`src/rtl/owb_pkg.sv`:
```
// ----------------------------------------------------------------------------
// owb_pkg
// Shared types, codes and reset values for the single-wire bus master.
// ----------------------------------------------------------------------------
package owb_pkg;

  localparam int REG_W          = 10;
  localparam int NUM_REGS       = 8;
  localparam int REG_IDX_W      = 3;
  localparam int BYTE_W         = 8;
  localparam int BIT_IDX_W      = 3;
  localparam int TIMER_BITS_DEF = 10;
  localparam int S_TDATA_W      = 16;
  localparam int M_TDATA_W      = 16;

  typedef enum logic [1:0] {
    FUNC_TICK  = 2'd0,
    FUNC_RESET = 2'd1,
    FUNC_WRITE = 2'd2,
    FUNC_READ  = 2'd3
  } func_t;

  typedef enum logic [REG_IDX_W-1:0] {
    REG_RESET_LOW  = 3'd0,
    REG_PRES_WAIT  = 3'd1,
    REG_RESET_TAIL = 3'd2,
    REG_SHORT_LOW  = 3'd3,
    REG_W1_RELEASE = 3'd4,
    REG_W0_LOW     = 3'd5,
    REG_ZERO_REC   = 3'd6,
    REG_RD_WAIT    = 3'd7
  } reg_idx_t;

  typedef enum logic [3:0] {
    PH_IDLE     = 4'd0,
    PH_RST_LOW  = 4'd1,
    PH_RST_WAIT = 4'd2,
    PH_RST_TAIL = 4'd3,
    PH_W1_LOW   = 4'd4,
    PH_W1_REL   = 4'd5,
    PH_W0_LOW   = 4'd6,
    PH_W0_REC   = 4'd7,
    PH_RD_LOW   = 4'd8,
    PH_RD_WAIT  = 4'd9,
    PH_RD_TAIL  = 4'd10
  } phase_t;

  localparam logic [REG_W-1:0] RST_RESET_LOW  = 10'd500;
  localparam logic [REG_W-1:0] RST_PRES_WAIT  = 10'd120;
  localparam logic [REG_W-1:0] RST_RESET_TAIL = 10'd380;
  localparam logic [REG_W-1:0] RST_SHORT_LOW  = 10'd2;
  localparam logic [REG_W-1:0] RST_W1_RELEASE = 10'd58;
  localparam logic [REG_W-1:0] RST_W0_LOW     = 10'd65;
  localparam logic [REG_W-1:0] RST_ZERO_REC   = 10'd2;
  localparam logic [REG_W-1:0] RST_RD_WAIT    = 10'd13;

  typedef struct packed {
    logic [REG_W-1:0] reset_low_time;
    logic [REG_W-1:0] presence_wait;
    logic [REG_W-1:0] reset_tail;
    logic [REG_W-1:0] short_low_time;
    logic [REG_W-1:0] write_one_release;
    logic [REG_W-1:0] write_zero_low;
    logic [REG_W-1:0] zero_recovery;
    logic [REG_W-1:0] read_sample_wait;
  } cfg_t;

  typedef struct packed {
    logic              drive_low;
    logic              busy_res;
    logic              done_res;
    logic              presence;
    logic [BYTE_W-1:0] rx_byte;
    logic              cmd_rejected;
  } result_t;

endpackage

```
`src/rtl/one_wire_bus_master.sv`:
```
// ----------------------------------------------------------------------------
// one_wire_bus_master
// Single-wire bus master: open-drain timing, presence detect, byte read/write.
// ----------------------------------------------------------------------------
//  channel   dir  handshake          content
//  s_*       in   s_tvalid/s_tready  tick with bus level, or command
//  m_*       out  m_tvalid/m_tready  drive/status/result, one per request
//  cfg_*     in   cfg_we             timing register write, no read-back
//
//  Each request is processed in the cycle it is accepted; its result sits in
//  the output register the next cycle. One request per cycle is sustained while m_tready is high.
//  s_tready falls only while a result waits and m_tready is low.
//  rst (synchronous) restores idle state and the default timing registers.
// ----------------------------------------------------------------------------
module one_wire_bus_master #(
  parameter int TIMER_BITS = owb_pkg::TIMER_BITS_DEF
) (
  input  logic                            clk,
  input  logic                            rst,
  input  logic                            s_tvalid,
  output logic                            s_tready,
  input  logic [owb_pkg::S_TDATA_W-1:0]   s_tdata,   // tx_byte[7:0], bus_level[8]
  input  logic [1:0]                      s_tuser,   // func[1:0]
  output logic                            m_tvalid,
  input  logic                            m_tready,
  output logic [owb_pkg::M_TDATA_W-1:0]   m_tdata,   // drive_low[0], busy_res[1],
                                                     // done_res[2], presence[3],
                                                     // rx_byte[11:4], cmd_rejected[12]
  input  logic                            cfg_we,
  input  logic [owb_pkg::REG_IDX_W-1:0]   cfg_addr,
  input  logic [owb_pkg::REG_W-1:0]       cfg_wdata
);

  owb_pkg::cfg_t    cfg;
  owb_pkg::result_t result;
  owb_pkg::result_t out_res;
  logic             accept;

  assign s_tready = !m_tvalid || m_tready;
  assign accept   = s_tvalid && s_tready;

  always_ff @(posedge clk) begin
    if (rst) begin
      cfg.reset_low_time    <= owb_pkg::RST_RESET_LOW;
      cfg.presence_wait     <= owb_pkg::RST_PRES_WAIT;
      cfg.reset_tail        <= owb_pkg::RST_RESET_TAIL;
      cfg.short_low_time    <= owb_pkg::RST_SHORT_LOW;
      cfg.write_one_release <= owb_pkg::RST_W1_RELEASE;
      cfg.write_zero_low    <= owb_pkg::RST_W0_LOW;
      cfg.zero_recovery     <= owb_pkg::RST_ZERO_REC;
      cfg.read_sample_wait  <= owb_pkg::RST_RD_WAIT;
    end else if (cfg_we) begin
      case (owb_pkg::reg_idx_t'(cfg_addr))
        owb_pkg::REG_RESET_LOW:  cfg.reset_low_time    <= cfg_wdata;
        owb_pkg::REG_PRES_WAIT:  cfg.presence_wait     <= cfg_wdata;
        owb_pkg::REG_RESET_TAIL: cfg.reset_tail        <= cfg_wdata;
        owb_pkg::REG_SHORT_LOW:  cfg.short_low_time    <= cfg_wdata;
        owb_pkg::REG_W1_RELEASE: cfg.write_one_release <= cfg_wdata;
        owb_pkg::REG_W0_LOW:     cfg.write_zero_low    <= cfg_wdata;
        owb_pkg::REG_ZERO_REC:   cfg.zero_recovery     <= cfg_wdata;
        owb_pkg::REG_RD_WAIT:    cfg.read_sample_wait  <= cfg_wdata;
        default: begin
        end
      endcase
    end
  end

  owb_engine #(
    .TIMER_BITS (TIMER_BITS)
  ) u_engine (
    .clk       (clk),
    .rst       (rst),
    .step      (accept),
    .func      (owb_pkg::func_t'(s_tuser)),
    .tx_byte   (s_tdata[owb_pkg::BYTE_W-1:0]),
    .bus_level (s_tdata[owb_pkg::BYTE_W]),
    .cfg       (cfg),
    .result    (result)
  );

  // hold the result until taken
  always_ff @(posedge clk) begin
    if (rst) begin
      m_tvalid <= 1'b0;
    end else if (s_tready) begin
      m_tvalid <= s_tvalid;
    end
  end

  always_ff @(posedge clk) begin
    if (accept) begin
      out_res <= result;
    end
  end

  assign m_tdata = {3'b000, out_res.cmd_rejected, out_res.rx_byte, out_res.presence,
                    out_res.done_res, out_res.busy_res, out_res.drive_low};

`ifndef SYNTH
  a_stall_holds_result: assert property (@(posedge clk) disable iff (rst)
    m_tvalid && !m_tready |=> m_tvalid && $stable(out_res))
    else $error("pending result lost or changed under stall");

  a_no_accept_when_full: assert property (@(posedge clk) disable iff (rst)
    m_tvalid && !m_tready |-> !accept)
    else $error("request accepted while output register full");

  a_done_not_busy: assert property (@(posedge clk) disable iff (rst)
    m_tvalid |-> !(out_res.done_res && out_res.busy_res))
    else $error("done and busy reported together");
`endif

endmodule

```
`src/rtl/owb_engine.sv`:
```
// ----------------------------------------------------------------------------
// owb_engine
// Bus timing state: phase, interval timer, bit counter and shift register.
// Computes the next state and the result for one request combinationally.
// ----------------------------------------------------------------------------
module owb_engine #(
  parameter int TIMER_BITS = owb_pkg::TIMER_BITS_DEF
) (
  input  logic                        clk,
  input  logic                        rst,
  input  logic                        step,
  input  owb_pkg::func_t              func,
  input  logic [owb_pkg::BYTE_W-1:0]  tx_byte,
  input  logic                        bus_level,
  input  owb_pkg::cfg_t               cfg,
  output owb_pkg::result_t            result
);

  localparam int CMP_W = (TIMER_BITS > owb_pkg::REG_W) ? TIMER_BITS : owb_pkg::REG_W;
  localparam logic [CMP_W-1:0] TIMER_MAX = CMP_W'((1 << TIMER_BITS) - 1);
  localparam logic [owb_pkg::BIT_IDX_W-1:0] LAST_BIT =
    owb_pkg::BIT_IDX_W'(owb_pkg::BYTE_W - 1);

  function automatic logic [TIMER_BITS-1:0] sat_len(input logic [owb_pkg::REG_W-1:0] len);
    logic [CMP_W-1:0] wide;
    wide = CMP_W'(len);
    if (wide > TIMER_MAX) begin
      wide = TIMER_MAX;
    end
    return TIMER_BITS'(wide);
  endfunction

  owb_pkg::phase_t                  phase, phase_next;
  logic [TIMER_BITS-1:0]            interval_count, interval_count_next;
  logic [owb_pkg::BIT_IDX_W-1:0]    bit_index, bit_index_next;
  logic [owb_pkg::BYTE_W-1:0]       shift_data, shift_data_next;
  logic                             presence_seen, presence_seen_next;
  logic [owb_pkg::BYTE_W-1:0]       read_result, read_result_next;
  logic                             done, rejected;
  logic [owb_pkg::REG_W-1:0]        read_tail;
  logic [owb_pkg::BIT_IDX_W-1:0]    bit_inc;

  assign read_tail = (cfg.write_one_release > cfg.read_sample_wait) ?
                     (cfg.write_one_release - cfg.read_sample_wait) : '0;
  assign bit_inc   = bit_index + owb_pkg::BIT_IDX_W'(1);

  always_ff @(posedge clk) begin
    if (rst) begin
      phase          <= owb_pkg::PH_IDLE;
      interval_count <= '0;
      bit_index      <= '0;
      shift_data     <= '0;
      presence_seen  <= 1'b0;
      read_result    <= '0;
    end else if (step) begin
      phase          <= phase_next;
      interval_count <= interval_count_next;
      bit_index      <= bit_index_next;
      shift_data     <= shift_data_next;
      presence_seen  <= presence_seen_next;
      read_result    <= read_result_next;
    end
  end

  always_comb begin
    phase_next          = phase;
    interval_count_next = interval_count;
    bit_index_next      = bit_index;
    shift_data_next     = shift_data;
    presence_seen_next  = presence_seen;
    read_result_next    = read_result;
    done                = 1'b0;
    rejected            = 1'b0;

    if (func == owb_pkg::FUNC_TICK) begin
      if (phase != owb_pkg::PH_IDLE) begin
        if (interval_count > TIMER_BITS'(1)) begin
          interval_count_next = interval_count - TIMER_BITS'(1);
        end else begin
          case (phase)
            owb_pkg::PH_RST_LOW: begin
              phase_next          = owb_pkg::PH_RST_WAIT;
              interval_count_next = sat_len(cfg.presence_wait);
            end
            owb_pkg::PH_RST_WAIT: begin
              presence_seen_next  = ~bus_level;
              phase_next          = owb_pkg::PH_RST_TAIL;
              interval_count_next = sat_len(cfg.reset_tail);
            end
            owb_pkg::PH_RST_TAIL: begin
              phase_next          = owb_pkg::PH_IDLE;
              interval_count_next = '0;
              done                = 1'b1;
            end
            owb_pkg::PH_W1_LOW: begin
              phase_next          = owb_pkg::PH_W1_REL;
              interval_count_next = sat_len(cfg.write_one_release);
            end
            owb_pkg::PH_W0_LOW: begin
              phase_next          = owb_pkg::PH_W0_REC;
              interval_count_next = sat_len(cfg.zero_recovery);
            end
            owb_pkg::PH_W1_REL, owb_pkg::PH_W0_REC: begin
              if (bit_index == LAST_BIT) begin
                bit_index_next      = '0;
                phase_next          = owb_pkg::PH_IDLE;
                interval_count_next = '0;
                done                = 1'b1;
              end else begin
                bit_index_next = bit_inc;
                // open the next write slot from the next data bit
                if (shift_data[bit_inc]) begin
                  phase_next          = owb_pkg::PH_W1_LOW;
                  interval_count_next = sat_len(cfg.short_low_time);
                end else begin
                  phase_next          = owb_pkg::PH_W0_LOW;
                  interval_count_next = sat_len(cfg.write_zero_low);
                end
              end
            end
            owb_pkg::PH_RD_LOW: begin
              phase_next          = owb_pkg::PH_RD_WAIT;
              interval_count_next = sat_len(cfg.read_sample_wait);
            end
            owb_pkg::PH_RD_WAIT: begin
              if (bus_level) begin
                shift_data_next[bit_index] = 1'b1;
              end
              phase_next          = owb_pkg::PH_RD_TAIL;
              interval_count_next = sat_len(read_tail);
            end
            owb_pkg::PH_RD_TAIL: begin
              if (bit_index == LAST_BIT) begin
                bit_index_next      = '0;
                read_result_next    = shift_data;
                phase_next          = owb_pkg::PH_IDLE;
                interval_count_next = '0;
                done                = 1'b1;
              end else begin
                bit_index_next      = bit_inc;
                phase_next          = owb_pkg::PH_RD_LOW;
                interval_count_next = sat_len(cfg.short_low_time);
              end
            end
            default: begin
              phase_next          = owb_pkg::PH_IDLE;
              interval_count_next = '0;
            end
          endcase
        end
      end
    end else if (phase != owb_pkg::PH_IDLE) begin
      rejected = 1'b1;
    end else begin
      bit_index_next = '0;
      case (func)
        owb_pkg::FUNC_RESET: begin
          phase_next          = owb_pkg::PH_RST_LOW;
          interval_count_next = sat_len(cfg.reset_low_time);
        end
        owb_pkg::FUNC_WRITE: begin
          shift_data_next = tx_byte;
          if (tx_byte[0]) begin
            phase_next          = owb_pkg::PH_W1_LOW;
            interval_count_next = sat_len(cfg.short_low_time);
          end else begin
            phase_next          = owb_pkg::PH_W0_LOW;
            interval_count_next = sat_len(cfg.write_zero_low);
          end
        end
        default: begin
          shift_data_next     = '0;
          phase_next          = owb_pkg::PH_RD_LOW;
          interval_count_next = sat_len(cfg.short_low_time);
        end
      endcase
    end
  end

  always_comb begin
    result.drive_low    = (phase_next == owb_pkg::PH_RST_LOW) ||
                          (phase_next == owb_pkg::PH_W1_LOW)  ||
                          (phase_next == owb_pkg::PH_W0_LOW)  ||
                          (phase_next == owb_pkg::PH_RD_LOW);
    result.busy_res     = (phase_next != owb_pkg::PH_IDLE);
    result.done_res     = done;
    result.presence     = presence_seen_next;
    result.rx_byte      = read_result_next;
    result.cmd_rejected = rejected;
  end

`ifndef SYNTH
  // a finished command leaves the engine idle with the bit counter cleared
  a_done_idle: assert property (@(posedge clk) disable iff (rst)
    step && done |=> (phase == owb_pkg::PH_IDLE) && (bit_index == '0))
    else $error("command finished but engine not idle");

  // a rejected request must not disturb timing
  a_reject_hold: assert property (@(posedge clk) disable iff (rst)
    step && rejected |=> $stable(phase) && $stable(interval_count) && $stable(bit_index))
    else $error("rejected request changed engine state");

  // idle engine keeps its counters at rest
  a_idle_rest: assert property (@(posedge clk) disable iff (rst)
    phase == owb_pkg::PH_IDLE |-> (bit_index == '0) && (interval_count == '0))
    else $error("idle engine with live counters");

  // the read byte only moves when a read finishes
  a_rx_update: assert property (@(posedge clk) disable iff (rst)
    step && !(done && (phase == owb_pkg::PH_RD_TAIL)) |=> $stable(read_result))
    else $error("read result changed outside read completion");
`endif

endmodule
```
`config.mk`:
```
export PLATFORM = sky130hd
export DESIGN_NAME = one_wire_bus_master
export DESIGN_NICKNAME = d
export VERILOG_FILES = /design/src/rtl/owb_pkg.sv /design/src/rtl/one_wire_bus_master.sv /design/src/rtl/owb_engine.sv
export SDC_FILE = /design/constraint.sdc
export NUM_CORES = 1
export LEC_CHECK = 0
export BUFFER_PORTS_ARGS = -buffer_cell sky130_fd_sc_hd__buf_2
export CELL_PAD_IN_SITES_DETAIL_PLACEMENT = 1
export CELL_PAD_IN_SITES_GLOBAL_PLACEMENT = 2
export CORE_MARGIN = 5
export CORE_UTILIZATION = 41
export DETAILED_ROUTE_END_ITERATION = 7
export GPL_TIMING_DRIVEN = 0
export PLACE_DENSITY = 0.92
export SLEW_MARGIN = 20
export SYNTH_ARGS = -nofsm -noshare
export SYNTH_HDL_FRONTEND = slang
export SYNTH_HIERARCHICAL = 1
export SYNTH_SLANG_ARGS = --single-unit
```
`constraint.sdc`:
```
create_clock -name clk -period 6.4 [get_ports clk]
set_clock_uncertainty 0.1 [all_clocks]
set_input_delay 0.96 -clock clk [delete_from_list [all_inputs] [get_ports clk]]
set_output_delay 0.96 -clock clk [all_outputs]
set_load 0.1 [all_outputs]
```
* After elaboration in Yosys (flattened, before gate mapping)
Cells that the tools add are included.
** Operators by class
- Add/subtract/negate cells :: 3
- Eq/ne operators :: 31
- Shift-type cells :: 0
- Reductions and logical operators :: 25
- Divide/modulo/power cells :: 0
- Bitwise gates (word level) :: 4
- Multipliers :: 0
- Order comparisons :: 14
- Multiplexer cells :: 59
** Operator list (count)
- 10-bit two-way mux :: 18
- 10-bit > comparator, second input constant :: 9
- 8-bit two-way mux :: 11
- 10-bit one-hot mux with 8 select lines :: 1
- 4-bit one-hot mux with 8 select lines :: 1
- 4-bit by 3-bit equality test with 1-bit output, second input constant :: 6
- 4-bit two-way mux :: 6
- 10-bit one-hot mux with 2 select lines :: 1
- 3-bit two-way mux :: 6
- 4-bit equality test, second input constant :: 4
- 8-bit one-hot mux with 2 select lines :: 1
- 2-bit AND reduction :: 8
- 3-bit equality test, second input constant :: 5
- 10-bit by 1-bit > comparator with 1-bit output, second input constant :: 1
- 10-bit > comparator :: 1
- 2-bit != test, second input constant :: 5
- 10-bit by 1-bit subtractor with 10-bit output, second input constant :: 1
- 10-bit subtractor :: 1
- 4-bit by 1-bit equality test with 1-bit output, second input constant :: 2
- 4-bit by 2-bit equality test with 1-bit output, second input constant :: 2
- 3-bit by 4-bit < comparator with 1-bit output, second input constant :: 2
- 1-bit two-way mux :: 8
- 8-bit OR :: 1
- 4-bit one-hot mux with 2 select lines :: 1
- other kinds (23) :: 34
** Storage, ports and cells
- Memory bits (writable) :: 0
- Memories kept :: 0
- Bits in latches :: 0
- Bits in read-only memories :: 0
- Register bits :: 128
- Output and inout port bits :: 18

* Longest topological paths before layout
- Depth after elaboration :: 13
- Mapped depth :: 12
- Depth with buffers taken out :: 10

* Cells and area by module
The synthesis kept the hierarchy.
** Modules (own cells, without submodules)
- owb_engine :: area an instance 3923.8 um^2, cells an instance 519, times used 1
- one_wire_bus_master :: area an instance 3609.7 um^2, cells an instance 315, times used 1

* Worst setup path before layout
No wires, ideal clock.
- Path type :: input to register
- Start :: input m_tready
- End :: register u_engine.interval_count[9]
- Slack :: 2444 ps
- Setup time :: 122 ps
- Path buffers :: 2
- Data required time :: 6178 ps
- Stages on the path :: 10
- Arrival time :: 3734 ps
- Cell sequence :: nand2b_1 > and2_1 > clkbuf_1 > and2_1 > clkbuf_1 > nor2_1 > a221oi_1 > nand3_1 > a21oi_1 > a31oi_1
** On the way
- Cells in the longest elaborated chain, start to end :: 3
** Ends and longest elaborated chain
- from (decl) :: line one_wire_bus_master.sv:25 : input logic m_tready,
- 1-bit logical OR :: line one_wire_bus_master.sv:39 : assign s_tready = !m_tvalid || m_tready;
- 1-bit logical AND :: line one_wire_bus_master.sv:40 : assign accept = s_tvalid && s_tready;
- via accept :: line one_wire_bus_master.sv:37 : logic accept;
- 3-bit AND reduction (no line)
- to (signal assigned) :: line owb_engine.sv:57 : interval_count <= interval_count_next;
- to (decl) :: line owb_engine.sv:34 : logic [TIMER_BITS-1:0] interval_count, interval_count_next;
The timed path passes the listed nets, and every way through them passes these cells.
A chain may end at the register's enable or synchronous reset.

* Worst setup path in the final report
- Start :: register u_engine/bit_index[1] (netlist bit)
- End :: register u_engine.interval_count[3]
** On the way
- Cells in the longest elaborated chain, start to end :: 9
- Elaborated cells between the ends (all ways) :: 11
- Those cells by class :: add/sub (1); eq/ne (1); mux (9)
** Ends and longest elaborated chain
- from (decl) :: line owb_engine.sv:35 : logic [owb_pkg::BIT_IDX_W-1:0] bit_index, bit_index_next;
- from (signal assigned) :: line owb_engine.sv:58 : bit_index <= bit_index_next;
- 3-bit by 1-bit adder with 3-bit output :: line owb_engine.sv:45 : assign bit_inc = bit_index + owb_pkg::BIT_IDX_W'(1);
- 1-bit binary-select mux with 3-bit select :: line owb_engine.sv:112 : if (shift_data[bit_inc]) begin
- 1-bit two-way mux (implied by the code) :: line owb_engine.sv:112
- 10-bit two-way mux :: line owb_engine.sv:112
- 10-bit two-way mux :: line owb_engine.sv:104 : if (bit_index == LAST_BIT) begin
- 10-bit one-hot mux with 8 select lines * :: line owb_engine.sv:80 : case (phase)
- 10-bit two-way mux * :: line owb_engine.sv:77 : if (interval_count > TIMER_BITS'(1)) begin
- 10-bit two-way mux * :: line owb_engine.sv:76 : if (phase != owb_pkg::PH_IDLE) begin
- 10-bit two-way mux * :: line owb_engine.sv:75 : if (func == owb_pkg::FUNC_TICK) begin
Every way passes the cells marked *; elsewhere a longest branch is shown, timed or not. The select of a mux whose other input is x is not followed.

==> results.md <==
* Outcome: finished clean
* Setup TNS at 0 ps
* Die area at 21180 µm²
* Util after Layout at 0.4783
* Switching Share at 0.3260
* Pint at 1.519 mW
* HPWL Detailed at 19000 µm
* RSZ-0062 raised after global routing: no
* Syn Std Cell Area at roughly 7500 µm²
* Reg2Reg Setup Slack at approximately 2700 ps
* Core Box Area at 18020 µm²
* Total I/O pin count at 54
* Worst-Skew Late Latency at 420 ps
* # DRC at 0
* Starting Density at 0.4180
* Root Driver: clkbuf_16
* First-pass GRT wire length at 40270 µm
* Largest net degree at the start of global routing at 17
* CP endpoint kind: flop
* Sw power at 734.8 µW
* Crit Path Category: flop to flop
* Post-route ant nets at 0
* Syn-to-layout area delta at 14.43%
* Worst hold stages at 2
* TritonCTS sink count at between 100 and 150
* NumNets Final at 949
* Post-synth ARST share at 0
* Mapped Cells at 834
* Slew Limit Fails at 0
* Largest fanout on the critical path at 10
* Post-cts sizing count at 0
* Final Hold Fails at 0
* Hold-fix buffers, CTS at 0
* Number of synthesized register bits at approximately 130
* Port buffer count at 39
* Initial antenna violation count at 0
* Vias/cell at 5.922
* Met2 Use GR at 0.3967
* Power Dens Cells at ~260 nW/µm²
* Clk slew on worst S/H paths at approximately 60 ps
* Worst Tran Pin Value at 868.0 ps
* Netlist cell types at 77
* Clock power frac at 0.426
* Max-cap violations at 0
* Routing usage on met3 at 0.03363
* Comb power frac at 0.188
* Crit path launch type: flop
* 1st-pass router iterations at 5
* CTS tree: built
* Met1 usage at 0.3194
* Postcts setup bufs at 0
* H-tree levels at 4
* Share of cells above drive strength 1 at 0.1367
* Worst Hold Path EP: cfg[62]
* Slew margin rel. at 0.4064
* Leakage at 3.605 nW
* GRT busiest layer: met2
* Ys flop type: dfxtp_1
* Endpoints failing setup at 0
* Sequential share of power at 0.385
* Reg-to-reg critical path startpoint: u_engine/bit_index[1]
* Crit path arrival time at 3890 ps
* Worst Path Required at 6570 ps
* Tcrit/Tclk final at 0.5814
* Number of DRC markers in iteration 0 at 445
* Antenna Cells at 0
* Chip width at 145.6 µm
* R2R depth at 9
* Yosys warns at 6
* Worst VDD drop at 0.1870 mV
* Row cnt at 49
* Cts bufs inserted at 17
* Worst R2R End: u_engine/interval_count[3]
* Vias at between 6000 and 7000
* Final wirelength at approximately 25000 µm
* Maximum clock path buffer count at 2
* Die Y at 145.6 µm
* Routed wire per std cell at 22.39 µm
* Post-synth EDFFs at 13
* Hold Startpoint: cfg[62]
* Synth Area per Inst at 9.033 µm²
* Overall Global Routing Usage at 0.2378
* Vias in the first global route at 6933
* Worst min path class: flop to flop
* Tmin final at 3721 ps
* GR Overflow Total at 0
* Sequential-to-total area share from yosys stat at 0.3574
* Max Fclk at 0.2687 GHz
* GPL Wtd Cong at 0.9051
[cell type report]
type | count | area (µm²)
Buffer | 62 | 297.8
Clock buffer | 19 | 464.2
Clock inverter | 13 | 121.4
Fill cell | 2140 | 9404
Inverter | 22 | 82.58
Multi-Input combinational cell | 624 | 4481
Sequential cell | 128 | 2693
Tap cell | 229 | 286.5
Timing Repair Buffer | 39 | 195.2
[critical path: stages (launching register included)]
cell,delay (ps)
dfxtp_1,380
ha_1,210
ha_1,360
mux4_2,520
mux2i_1,550
buf_4,340
mux2i_1,200
nor2_1,60
a2111oi_0,700
a21oi_1,150
[layer usage]
metal  vias to the layer above  wire length (µm)
met4                         0               555
met5                         -                 0
met2                       169             12230
li1                       3158                 -
met1                      3360             11710
met3                        40               933
[placed cells by master (no fill, tap or decap), types with 10 or more instances in the layout]
cell type and count:
a211oi_1 13, a21oi_1 44, a221oi_1 10, a22o_1 14
a31oi_1 10, and2_1 15, buf_2 52, clkbuf_1 36
clkbuf_16 18, dfxtp_1 115, edfxtp_1 13, ha_1 18
inv_1 22, mux2_2 12, mux2i_1 103, nand2_1 36
nand2b_1 70, nand3_1 11, nor2_1 81, nor3_1 12
o21ai_0 32
[kinds of logic (layout without fill, tap and decap cells)]
logic type | count (synthesis) | count (layout) | synth area share
buffers and inverters | 84 | 155 | 0.05049
AOI/OAI and AO/OA | 185 | 185 | 0.1669
muxes | 119 | 119 | 0.1648
DFF | 128 | 128 | 0.3574
adders and majority gates | 19 | 19 | 0.03255
xor gates and xnor gates | 6 | 6 | 0.006977
and+or+nand+nor | 292 | 292 | 0.2204
other | 1 | 3 | 0.0004978
[flip-flops by register name, summed over array words and instances (netlist names)]
name                     cells
cfg                         80
m_tdata                     13
m_tvalid                     1
u_engine/bit_index           3
u_engine/interval_count     10
u_engine/phase               4
u_engine/presence_seen       1
u_engine/read_result         8
u_engine/shift_data          8
[cells in the mapped netlist, drive strengths merged, types with 11 or more instances]
cell / number / share of area
dfxtp: 115 / 0.31
mux2i: 103 / 0.14
nor2: 82 / 0.042
nand2b: 70 / 0.058
a21oi: 44 / 0.029
nand2: 37 / 0.019
clkbuf: 36 / 0.018
o21ai: 34 / 0.023
buf: 26 / 0.022
inv: 22 / 0.011
ha: 18 / 0.030
and2: 15 / 0.012
a22o: 14 / 0.016
mux2: 14 / 0.022
a211oi: 13 / 0.013
edfxtp: 13 / 0.052
nand3: 12 / 0.0086
nor3: 12 / 0.0080
a221oi: 11 / 0.014
[power groups by stage]
stage | combinational [mW] | sequential, mW | clock, mW
6_report | 0.424 | 0.868 | 0.961
5_1_grt | 0.453 | 0.871 | 1.01
4_1_cts | 0.419 | 0.868 | 0.976
3_5_place_dp | 0.415 | 0.885 | 0
3_3_place_gp | 0.407 | 0.884 | 0
2_1_floorplan | 0.260 | 0.918 | 0
[metrics by stage]
stage,cells,hold WS [ps],cell area [µm²],power (mW),setup slack [ps]
floorplan,836,347.8,7541,1.179,2444
global placement,1104,359.9,8023,1.291,2354
detailed placement,1104,367.8,8029,1.300,2346
CTS,1136,381.0,8615,2.263,2748
global route,1136,395.9,8621,2.333,2465
finish,1136,377.2,8621,2.254,2679
[how the worst max path moves through the flow]
stage                                      from                          to  slack, ps  cells past startpoint
final                     u_engine/bit_index[1]  u_engine/interval_count[3]       2680                      9
after floorplan                        m_tready  u_engine/interval_count[9]       2440                     10
after detailed placement             s_tuser[0]  u_engine/interval_count[6]       2350                     13
after global routing                 s_tuser[1]  u_engine/interval_count[6]       2460                     13
after CTS                 u_engine/bit_index[1]  u_engine/interval_count[3]       2750                      9
after global placement               s_tuser[0]  u_engine/interval_count[6]       2350                     13
No activity file was read; power rests on OpenSTA's default activity.
